$ cat src/design/radix2_fft_assert.svh
// Assertion macros for the radix-2 FFT block.
// Used by the top-level module; no other dependencies.
`ifndef RADIX2_FFT_ASSERT_SVH
`define RADIX2_FFT_ASSERT_SVH
`ifndef SYNTH
`define FFT_ASSERT_IMPL(label, clk, rst_n, prop, msg) \
    label: assert property (@(posedge clk) disable iff (!rst_n) prop) else $error(msg);
`define FFT_ASSERT_NEVER(label, clk, rst_n, expr, msg) \
    label: assert property (@(posedge clk) disable iff (!rst_n) !(expr)) else $error(msg);
`else
`define FFT_ASSERT_IMPL(label, clk, rst_n, prop, msg)
`define FFT_ASSERT_NEVER(label, clk, rst_n, expr, msg)
`endif
`endif

$ cat src/design/fft_ram.sv
`timescale 1ns / 1ps
// Generic single-port-write, single-port-read RAM with registered read.
// No dependencies.
module fft_ram #(
    parameter int WIDTH = 8,
    parameter int DEPTH = 16
) (
    input  logic                     clk,
    input  logic                     wr_en,
    input  logic [$clog2(DEPTH)-1:0] wr_addr,
    input  logic [WIDTH-1:0]         wr_data,
    input  logic                     rd_en,
    input  logic [$clog2(DEPTH)-1:0] rd_addr,
    output logic [WIDTH-1:0]         rd_data
);
    logic [WIDTH-1:0] mem [DEPTH];

    always_ff @(posedge clk)
    begin
        if (wr_en)
            mem[wr_addr] <= wr_data;
        if (rd_en)
            rd_data <= mem[rd_addr];
    end
endmodule

$ cat config.mk
export PLATFORM = sky130hd
export DESIGN_NAME = fft_ram
export DESIGN_NICKNAME = d
export VERILOG_FILES = /design/src/design/radix2_fft_assert.svh /design/src/design/fft_ram.sv
export SDC_FILE = /design/constraint.sdc
export NUM_CORES = 1
export LEC_CHECK = 0
export ABC_AREA = 1
export BUFFER_PORTS_ARGS = -buffer_cell sky130_fd_sc_hd__buf_4
export CAP_MARGIN = 10
export CORE_ASPECT_RATIO = 0.8
export CORE_MARGIN = 5
export CORE_UTILIZATION = 45
export CTS_BUF_LIST = sky130_fd_sc_hd__clkbuf_2
export CTS_CLUSTER_DIAMETER = 150
export DETAILED_ROUTE_END_ITERATION = 16
export PLACE_DENSITY = 0.65
export SYNTH_ARGS = -nofsm -noshare
export SYNTH_HDL_FRONTEND = slang
export SYNTH_SLANG_ARGS = --single-unit
$ cat constraint.sdc
create_clock -name clk -period 1.6 [get_ports clk]
set_input_delay 0.32 -clock clk [delete_from_list [all_inputs] [get_ports clk]]
set_output_delay 0.32 -clock clk [all_outputs]
set_load 0.02 [all_outputs]
==> qor.yml <==
run_status:
  status: "finished with violations"
  violations: "negative setup slack"
synthesis:
  ys_seq_area_share_pct: 69.8
  synth-async-reset-ratio_pct: 0
  yosys-top-cells-area: "edfxtp_1 (70%), nand2_1 (11%), nand3_1 (8.3%), inv_1 (6.4%), buf_6 (1.2%)"
  yosys.area.top_type: "edfxtp_1"
  synth_nets: 570
  postSynthCellCount: 551
  synth_area_mm2: 0.00585
  post-synth-top-count-cell: "nand2_1"
  synthDistinctLibCells: 11
  synth-edff-count: 136
  synth_top_area_share_pct: 69.8
  ys_dominant_reg_cell: "edfxtp_1"
  ys_warn_count: 0
  synth.avg_cell_area_um2: 10.6
  synth_seq_cells: 136
  synth_common_cells: "nand2_1 (173), edfxtp_1 (136), inv_1 (100)"
grt:
  grtUsageTotal_pct: 18.6
  grt_start_max_net_pins: 52
  overflow: 0
  grt_pass1_vias: 3673
  antenna_found_initial: 0
  grt_pass1_wl_um: 21100
final_layout:
  area_growth_syn_to_layout_pct: 14.9
  drive_gt1_share_pct: 13.6
  post-route-util_pct: 52.6
  final_nets: 625
  antenna_cells: 0
worst_setup_path:
  cp_max_fo: 1
  cp_slowest_stage_delay_ns: 0.48
  worst_path_max_delay_cell: "edfxtp_1"
  cp_cell_sequence: "buf_6"
  critPathKind: "flip-flop to output pin"
  end_kind: "output pin"
  worstPathArrival_ns: 1.31
  cp_num_buf_inv: 1
  cpLargestDelayFamily: "flip-flops"
  crit_required_ns: 1.28
  start_kind: "flip-flop"
route:
  first_pass_iters: 6
  finalWirelength_um: 13400
  drt-initial-drc-count: 492
  detail-route-antenna-nets: 0
  wl_per_cell_um: 16.9
  vias: 3875
  drc_errors: 0
  vias_per_cell: 4.88
timing:
  fin_crit_ns: 1.63
  fin_crit_sh_pct: 102
  final_max_slew_viol_count: 0
  hold_violations: 0
  fin_skew_ns: 0.0310
  max-slew-margin-rel_pct: 56.9
  worst_pin_slew_ns: 0.645
  fin_ws_ns: -0.0326
  setup_viol: 4
  rsz0062_at_grt: "yes"
  fmax_ghz: 0.613
power:
  leakage_nw: 2.89
  power_density_mw_per_mm2: 1030
  total_power_mw: 6.93
  ir_drop_uv: 555
floorplanning:
  die_w_um: 137
  die_area_mm2: 0.0154
  num_rows: 37
  core_area_mm2: 0.0128
  io_pins: 27
  initial_core_util_pct: 45.8
  die_h_um: 112
place:
  dp_slack_ns: 0.0496
  dp_hpwl_um: 8320
  portBuffers: 26
  place_congestion: 0.832
clock_network:
  clock_latency_ns: 0.69
  clk_pin_slew_ns: 0.18
  cts_buffers: 17
  cts_sinks: 136
  ctsLongestPathBuffers: 2
  cts_max_level: 4
  cts_root_buffer: "clkbuf_2"
  cts_tree: "built"
run:
  cap_violations: 0
hold_path:
  hold_path_class: "input port to flip-flop"
-- placed cells by master, fill, tap and decap left out --
cell,instances
clkinv_4,3
clkinvlp_4,6
inv_1,100
edfxtp_1,136
bufinv_16,4
inv_6,1
buf_4,40
nand3b_1,2
nor2_1,17
clkbuf_2,18
buf_6,8
nand3_1,97
inv_2,2
dlygate4sd3_1,10
nand2_1,173
buf_12,2
-- power breakdown --
part,switching (mW),internal (mW),total [mW]
Clock,1.30,1.04,2.34
Combinational,0.363,0.196,0.559
Sequential,0.0279,4.01,4.04
-- worst register-to-register path, stage by stage (launching register included) --
cell and delay (ns):
edfxtp_1 0.41, inv_1 0.06, nand2_1 0.05, nand3_1 0.07, nand3_1 0.15, nand3_1 0.14
nand2_1 0.07
-- routing by layer --
| metal | wire length, µm | track usage, % | share of wire (%) |
|---|---|---|---|
| met2 | 6040 | 26.6 | 45 |
| met5 | 0 | 0 | 0 |
| met3 | 1110 | 3.93 | 8.3 |
| met4 | 148 | 5.39 | 1.1 |
| met1 | 6120 | 28.4 | 46 |
-- final timing paths --
path	start	endpoint	slack, ns	cells after the start
worst max-delay path	rd_data[5]	rd_data[5]	-0.03	1
worst min-delay path	rd_addr[2]	rd_data[6]	0.13	4
worst max register to register	mem[6][5]	rd_data[5]	0.42	6
worst min register to register	mem[10][6]	rd_data[6]	0.80	6
-- state kept, by name, summed over array words and instances (netlist names) --
name and cells:
mem 128, rd_data 8
-- area by class of cell --
class / count / area [µm²]
timing repair buffer: 60 / 531
tap: 175 / 219
fill: 1173 / 6060
clock buffer: 18 / 90.1
inverter: 102 / 383
clock inverter: 14 / 200
multi-input combinational: 289 / 1210
sequential: 136 / 4080
-- what timing repair did --
| action | CTS | global route |
|---|---|---|
| setup buffers | 0 | 0 |
| endpoints found under the setup margin | 8 | 8 |
| endpoints found under the hold margin | 137 | 0 |
| gates resized for setup | 8 | 0 |
| hold buffers | 10 | 0 |
-- cell families (layout without fill, tap and decap cells) --
logic type,after synthesis,in the layout,synth area share (%)
simple gates,289,289,20.8
flops,136,136,69.8
buf+inv,126,194,9.39
-- metrics by stage --
step / hold slack [ns] / TNS, ns / cells / instance area (µm²)
after CTS: 0.0802 / -0.393 / 794 / 6720
after global routing: 0.0781 / -0.735 / 794 / 6720
after detailed placement: 0.642 / 0 / 752 / 6300
after floorplan: 0.419 / 0 / 551 / 5850
after global placement: 0.637 / 0 / 752 / 6300
final: 0.134 / -0.0581 / 794 / 6720
(Power assumes the default switching activity.)
