### src/design/radix2_fft_assert.svh
// Assertion macros for the radix-2 FFT block.
// Used by the top-level module; no other dependencies.
`ifndef RADIX2_FFT_ASSERT_SVH
`define RADIX2_FFT_ASSERT_SVH
`ifndef SYNTH
`define FFT_ASSERT_IMPL(label, clk, rst_n, prop, msg) \
    label: assert property (@(posedge clk) disable iff (!rst_n) prop) else $error(msg);
`define FFT_ASSERT_NEVER(label, clk, rst_n, expr, msg) \
    label: assert property (@(posedge clk) disable iff (!rst_n) !(expr)) else $error(msg);
`else
`define FFT_ASSERT_IMPL(label, clk, rst_n, prop, msg)
`define FFT_ASSERT_NEVER(label, clk, rst_n, expr, msg)
`endif
`endif

### src/design/fft_pkg.sv
`timescale 1ns / 1ps
// Shared types, constants and functions for the radix-2 FFT block.
// No dependencies.
package fft_pkg;
    localparam int POINTS = 64;
    localparam int LOG2_POINTS = 6;
    localparam int DW = 23;
    localparam int IW = 16;
    localparam int AW = LOG2_POINTS;
    localparam int ENTRY_W = 2 * DW;

    typedef logic [AW-1:0] addr_t;
    typedef logic signed [DW-1:0] data_t;

    typedef struct packed {
        logic          wr_en;
        addr_t         wr_addr;
        logic          rd_en;
        addr_t         rd_addr;
        logic [4:0]    tw_k;
        logic          inv;
    } bfly_ctl_t;

    function automatic logic signed [15:0] quarter_cos(input logic [4:0] k);
        logic signed [15:0] v;
        case (k)
            5'd0: v = 16'sd32767;   5'd1: v = 16'sd32610;   5'd2: v = 16'sd32138;
            5'd3: v = 16'sd31357;   5'd4: v = 16'sd30274;   5'd5: v = 16'sd28899;
            5'd6: v = 16'sd27246;   5'd7: v = 16'sd25330;   5'd8: v = 16'sd23170;
            5'd9: v = 16'sd20788;   5'd10: v = 16'sd18205;  5'd11: v = 16'sd15447;
            5'd12: v = 16'sd12540;  5'd13: v = 16'sd9512;   5'd14: v = 16'sd6393;
            5'd15: v = 16'sd3212;   default: v = 16'sd0;
        endcase
        return v;
    endfunction

    function automatic addr_t bit_rev(input addr_t i);
        addr_t r;
        for (int b = 0; b < AW; b++)
            r[AW-1-b] = i[b];
        return r;
    endfunction

    function automatic data_t sat23(input logic signed [DW+1:0] v);
        data_t r;
        if (v > $signed({{2{1'b0}}, 1'b0, {(DW-1){1'b1}}}))
            r = {1'b0, {(DW-1){1'b1}}};
        else if (v < $signed({{2{1'b1}}, 1'b1, {(DW-1){1'b0}}}))
            r = {1'b1, {(DW-1){1'b0}}};
        else
            r = v[DW-1:0];
        return r;
    endfunction
endpackage

### src/design/fft_bfly.sv
`timescale 1ns / 1ps
// Butterfly datapath: twiddle lookup, complex multiply, add/subtract, saturate.
// Depends on fft_pkg.
module fft_bfly (
    input  logic               clk,
    input  logic [4:0]         tw_k,
    input  logic               inv,
    input  fft_pkg::data_t     a_re,
    input  fft_pkg::data_t     a_im,
    input  fft_pkg::data_t     b_re,
    input  fft_pkg::data_t     b_im,
    input  logic               prod_en,
    output fft_pkg::data_t     sum_re,
    output fft_pkg::data_t     sum_im,
    output fft_pkg::data_t     dif_re,
    output fft_pkg::data_t     dif_im
);
    import fft_pkg::*;

    logic signed [16:0] wr, wi;
    logic signed [39:0] p_rr_reg, p_ii_reg, p_ri_reg, p_ir_reg;
    logic signed [40:0] tr_full, ti_full;
    logic signed [DW+1:0] tr, ti;

    always_comb
    begin
        if (tw_k <= 5'd16)
        begin
            wr = 17'(quarter_cos(tw_k));
            wi = 17'(quarter_cos(5'd16 - tw_k));
        end
        else
        begin
            wr = -17'(quarter_cos(5'd0 - tw_k));
            wi = 17'(quarter_cos(tw_k - 5'd16));
        end
        if (inv)
            wi = -wi;
    end

    always_ff @(posedge clk)
    begin
        if (prod_en)
        begin
            p_rr_reg <= 40'(wr * b_re);
            p_ii_reg <= 40'(wi * b_im);
            p_ri_reg <= 40'(wr * b_im);
            p_ir_reg <= 40'(wi * b_re);
        end
    end

    assign tr_full = (41'(p_rr_reg) - 41'(p_ii_reg) + 41'sd16384) >>> 15;
    assign ti_full = (41'(p_ri_reg) + 41'(p_ir_reg) + 41'sd16384) >>> 15;
    assign tr = tr_full[DW+1:0];
    assign ti = ti_full[DW+1:0];

    assign sum_re = sat23(25'(a_re) + tr);
    assign sum_im = sat23(25'(a_im) + ti);
    assign dif_re = sat23(25'(a_re) - tr);
    assign dif_im = sat23(25'(a_im) - ti);
endmodule

### config.mk
export PLATFORM = sky130hd
export DESIGN_NAME = fft_bfly
export DESIGN_NICKNAME = d
export VERILOG_FILES = /design/src/design/radix2_fft_assert.svh /design/src/design/fft_pkg.sv /design/src/design/fft_bfly.sv
export SDC_FILE = /design/constraint.sdc
export NUM_CORES = 2
export LEC_CHECK = 0
export CELL_PAD_IN_SITES_DETAIL_PLACEMENT = 0
export CELL_PAD_IN_SITES_GLOBAL_PLACEMENT = 1
export CORE_ASPECT_RATIO = 1.1
export CORE_UTILIZATION = 30
export CTS_BUF_LIST = sky130_fd_sc_hd__clkbuf_4 sky130_fd_sc_hd__clkbuf_8
export CTS_CLUSTER_DIAMETER = 150
export CTS_CLUSTER_SIZE = 12
export DETAILED_ROUTE_END_ITERATION = 8
export DONT_BUFFER_PORTS = 1
export PLACE_DENSITY = 0.62
export SYNTH_ARGS = -nofsm -noshare
export SYNTH_HDL_FRONTEND = slang
export SYNTH_SLANG_ARGS = --single-unit
### constraint.sdc
create_clock -name clk -period 26 [get_ports clk]
set_clock_uncertainty 0.05 [all_clocks]
set_input_delay 1.3 -clock clk [delete_from_list [all_inputs] [get_ports clk]]
set_output_delay 1.3 -clock clk [all_outputs]
set_load 0.05 [all_outputs]
==> out/results.ini <==
[outcome]
status=completed

[critical_path]
worstPathMaxFanout=49
cp_common_cell=fa_1
criticalPathCategory=in2reg
arrival_ps=12400
cp-end-kind=flop
start_kind=primary input
crit_required_ps=26350
critPathSlowestCell=o21ai_0
crit_path_max_incr_delay_ps=900

[clock_network]
ctsResizeCount=0
clock_path_buffers=2
postCtsSetupRepairBufs=0
cts_buffers=17
cts_hold_buf=0
h-tree-depth=4
clk_pin_slew_ps=120
cts-root-buf=clkbuf_8
numClockSinks=160
cts_tree=done

[logic_synthesis]
netlist.area_leader.share_pct=43.54
yosysSeqAreaShare_pct=6.750
synth-edff-count=160
yosys_most_used_dff=edfxtp_1
synth_cells=7877
synth_area_leaders=fa_1 (44%), ha_1 (11%), inv_1 (9.6%)
synth_area_leader_cell=fa_1
syn_area_um2=71180
synth.distinct_cells=103
syn_nets=10169
ys_warn_count=0
ys_ff_latch=160
syn_area_per_cell_um2=9.036
synthArstFlopShare_pct=0

[route]
dr.pass1.iters=5
routed-via-count=50761
drc=0
ant_nets=0
viasPerCell=4.733
totalWireLength_um=200900
detail_route.iter0.violations=2402
wire_per_inst_um=18.73

[timing]
hold_viol_final=0
finalMaxSlewViolations=0
tightest_slew_ps=1130
slew_headroom_pct=23.86
rsz0062_at_grt=false
fin_crit_sh_pct=46.32
setup_tns_ps=0
setup-violations-final=0
period_needed_ps=12040
fmaxAchievable_mhz=83.03

[floorplanning]
initial_core_util_pct=30.18
core_um2=235800
die-height_um=512.9
fp-row-count=187
io_pins=192
die_x_um=466.4
dieArea_um2=239200

[finish]
fin_nets=9881
area_growth_pct=4.959
drive_gt1_share_pct=2.499
nFillCells=24790
final_util_pct=31.68

[run]
cap_viol_max_count=0

[global_routing]
antenna_found_initial=27
grt_pass1_wl_um=320000
first_global_vias=56773
grt_max_degree=161
grt_usage_pct=17.22
overflow=0

[place]
io_buffer_count=0
place_congestion=0.8601
hpwl_um=157200

[hold_path]
holdCritPathClass=in2reg

## layout by cell type, fill, tap and decap left out, types with 8 or more instances in the layout
cell       Yosys  routed
nand4_1       19      19
o21bai_1      51      51
nor4_1         9       9
nor2b_1      184     183
nand2b_1      59      59
ha_1         644     644
inv_1       1811    1811
o2111ai_1      9       9
nand2_1      983     983
or2_2         23      23
o21ai_1       29      58
o31ai_1        8       8
xnor2_2        8       8
xor2_1        78      72
a21o_1       116     116
a221o_1        8       8
xnor2_1      232     228
o211ai_1      11      11
o21a_1        30      30
nand3_1       45      45
a31oi_1       23      23
buf_4          4      49
and2_1       487     487
nor3_1        50      50
fa_1        1548    1548
or3_1         12      12
clkbuf_8       0      17
a21oi_1      262     262
o21ai_0      147     115
a211oi_1      22      22
edfxtp_1     160     160
and3_1        15      15
nor2_1       257     257
a21boi_0      11      11
o22ai_1       14      10
## final timing paths
check | from | to | slack (ps) | cells past startpoint
hold / removal | prod_en | p_ii_reg[12] | 810 | 0
setup / recovery | tw_k[0] | p_rr_reg[39] | 13960 | 35
## final cells by class
cell class	count	area (um^2)	area share, %
repair buffers	49	367.9	0.4924
diodes	5	12.51	0.01675
multi-input cells	5546	58410	78.19
clock inverters	13	143.9	0.1926
well taps	3118	3901	5.222
inverters	1815	6813	9.120
flip-flops and latches	160	4805	6.431
clock buffers	19	249.0	0.3333
## through the flow
step	instance area [um^2]	cells	hold WS, ps	setup slack [ps]
2_1_floorplan	71180	7877	1363	14860
3_3_place_gp	74300	10688	1449	13400
3_5_place_dp	74300	10688	1455	13270
4_1_cts	74690	10720	702.5	14020
5_1_grt	74700	10721	743.3	13290
6_report	74710	10725	814.3	13960
## cells by family (layout without fill, tap and decap cells)
kind of cell	count (synthesis)	after routing	synth area share, %
other	0	5	0
buffers and inverters	2171	1896	11.66
AND/OR/NAND/NOR	2171	2171	14.66
flip-flops	160	160	6.750
XOR/XNOR	321	321	4.082
multiplexers	6	6	0.1020
AO/OA/AOI/OAI	856	856	7.888
adder cells (fa/ha/maj)	2192	2192	54.86
## layer usage
layer,part of all wire [%],global-route usage (%),vias up
li1,-,-,23099
met1,42,20.91,26462
met2,51,31.66,948
met3,4.4,2.104,248
met4,2.4,4.661,4
met5,0.012,0,-
## cell usage after synthesis (all sizes together), types with 160 or more instances
library cell and n:
clkbuf 273, a21oi 267, xnor2 241, and2 487, fa 1548, nor2 259
nand2 983, o21ai 179, edfxtp 160, ha 644, nor2b 184, inv 1814
## critical path: cells and delay by family
| kind | cells | cell delay, ps |
|---|---|---|
| xor gates and xnor gates | 1 | 80 |
| buffers and inverters | 7 | 1300 |
| AOI/OAI and AO/OA | 11 | 2990 |
| adders and majority gates | 10 | 4930 |
| and+or+nand+nor | 6 | 1650 |
Power is left out: the tool's default activity adds up to more than one toggle a clock period on the data nets, which glitch-free logic cannot reach.
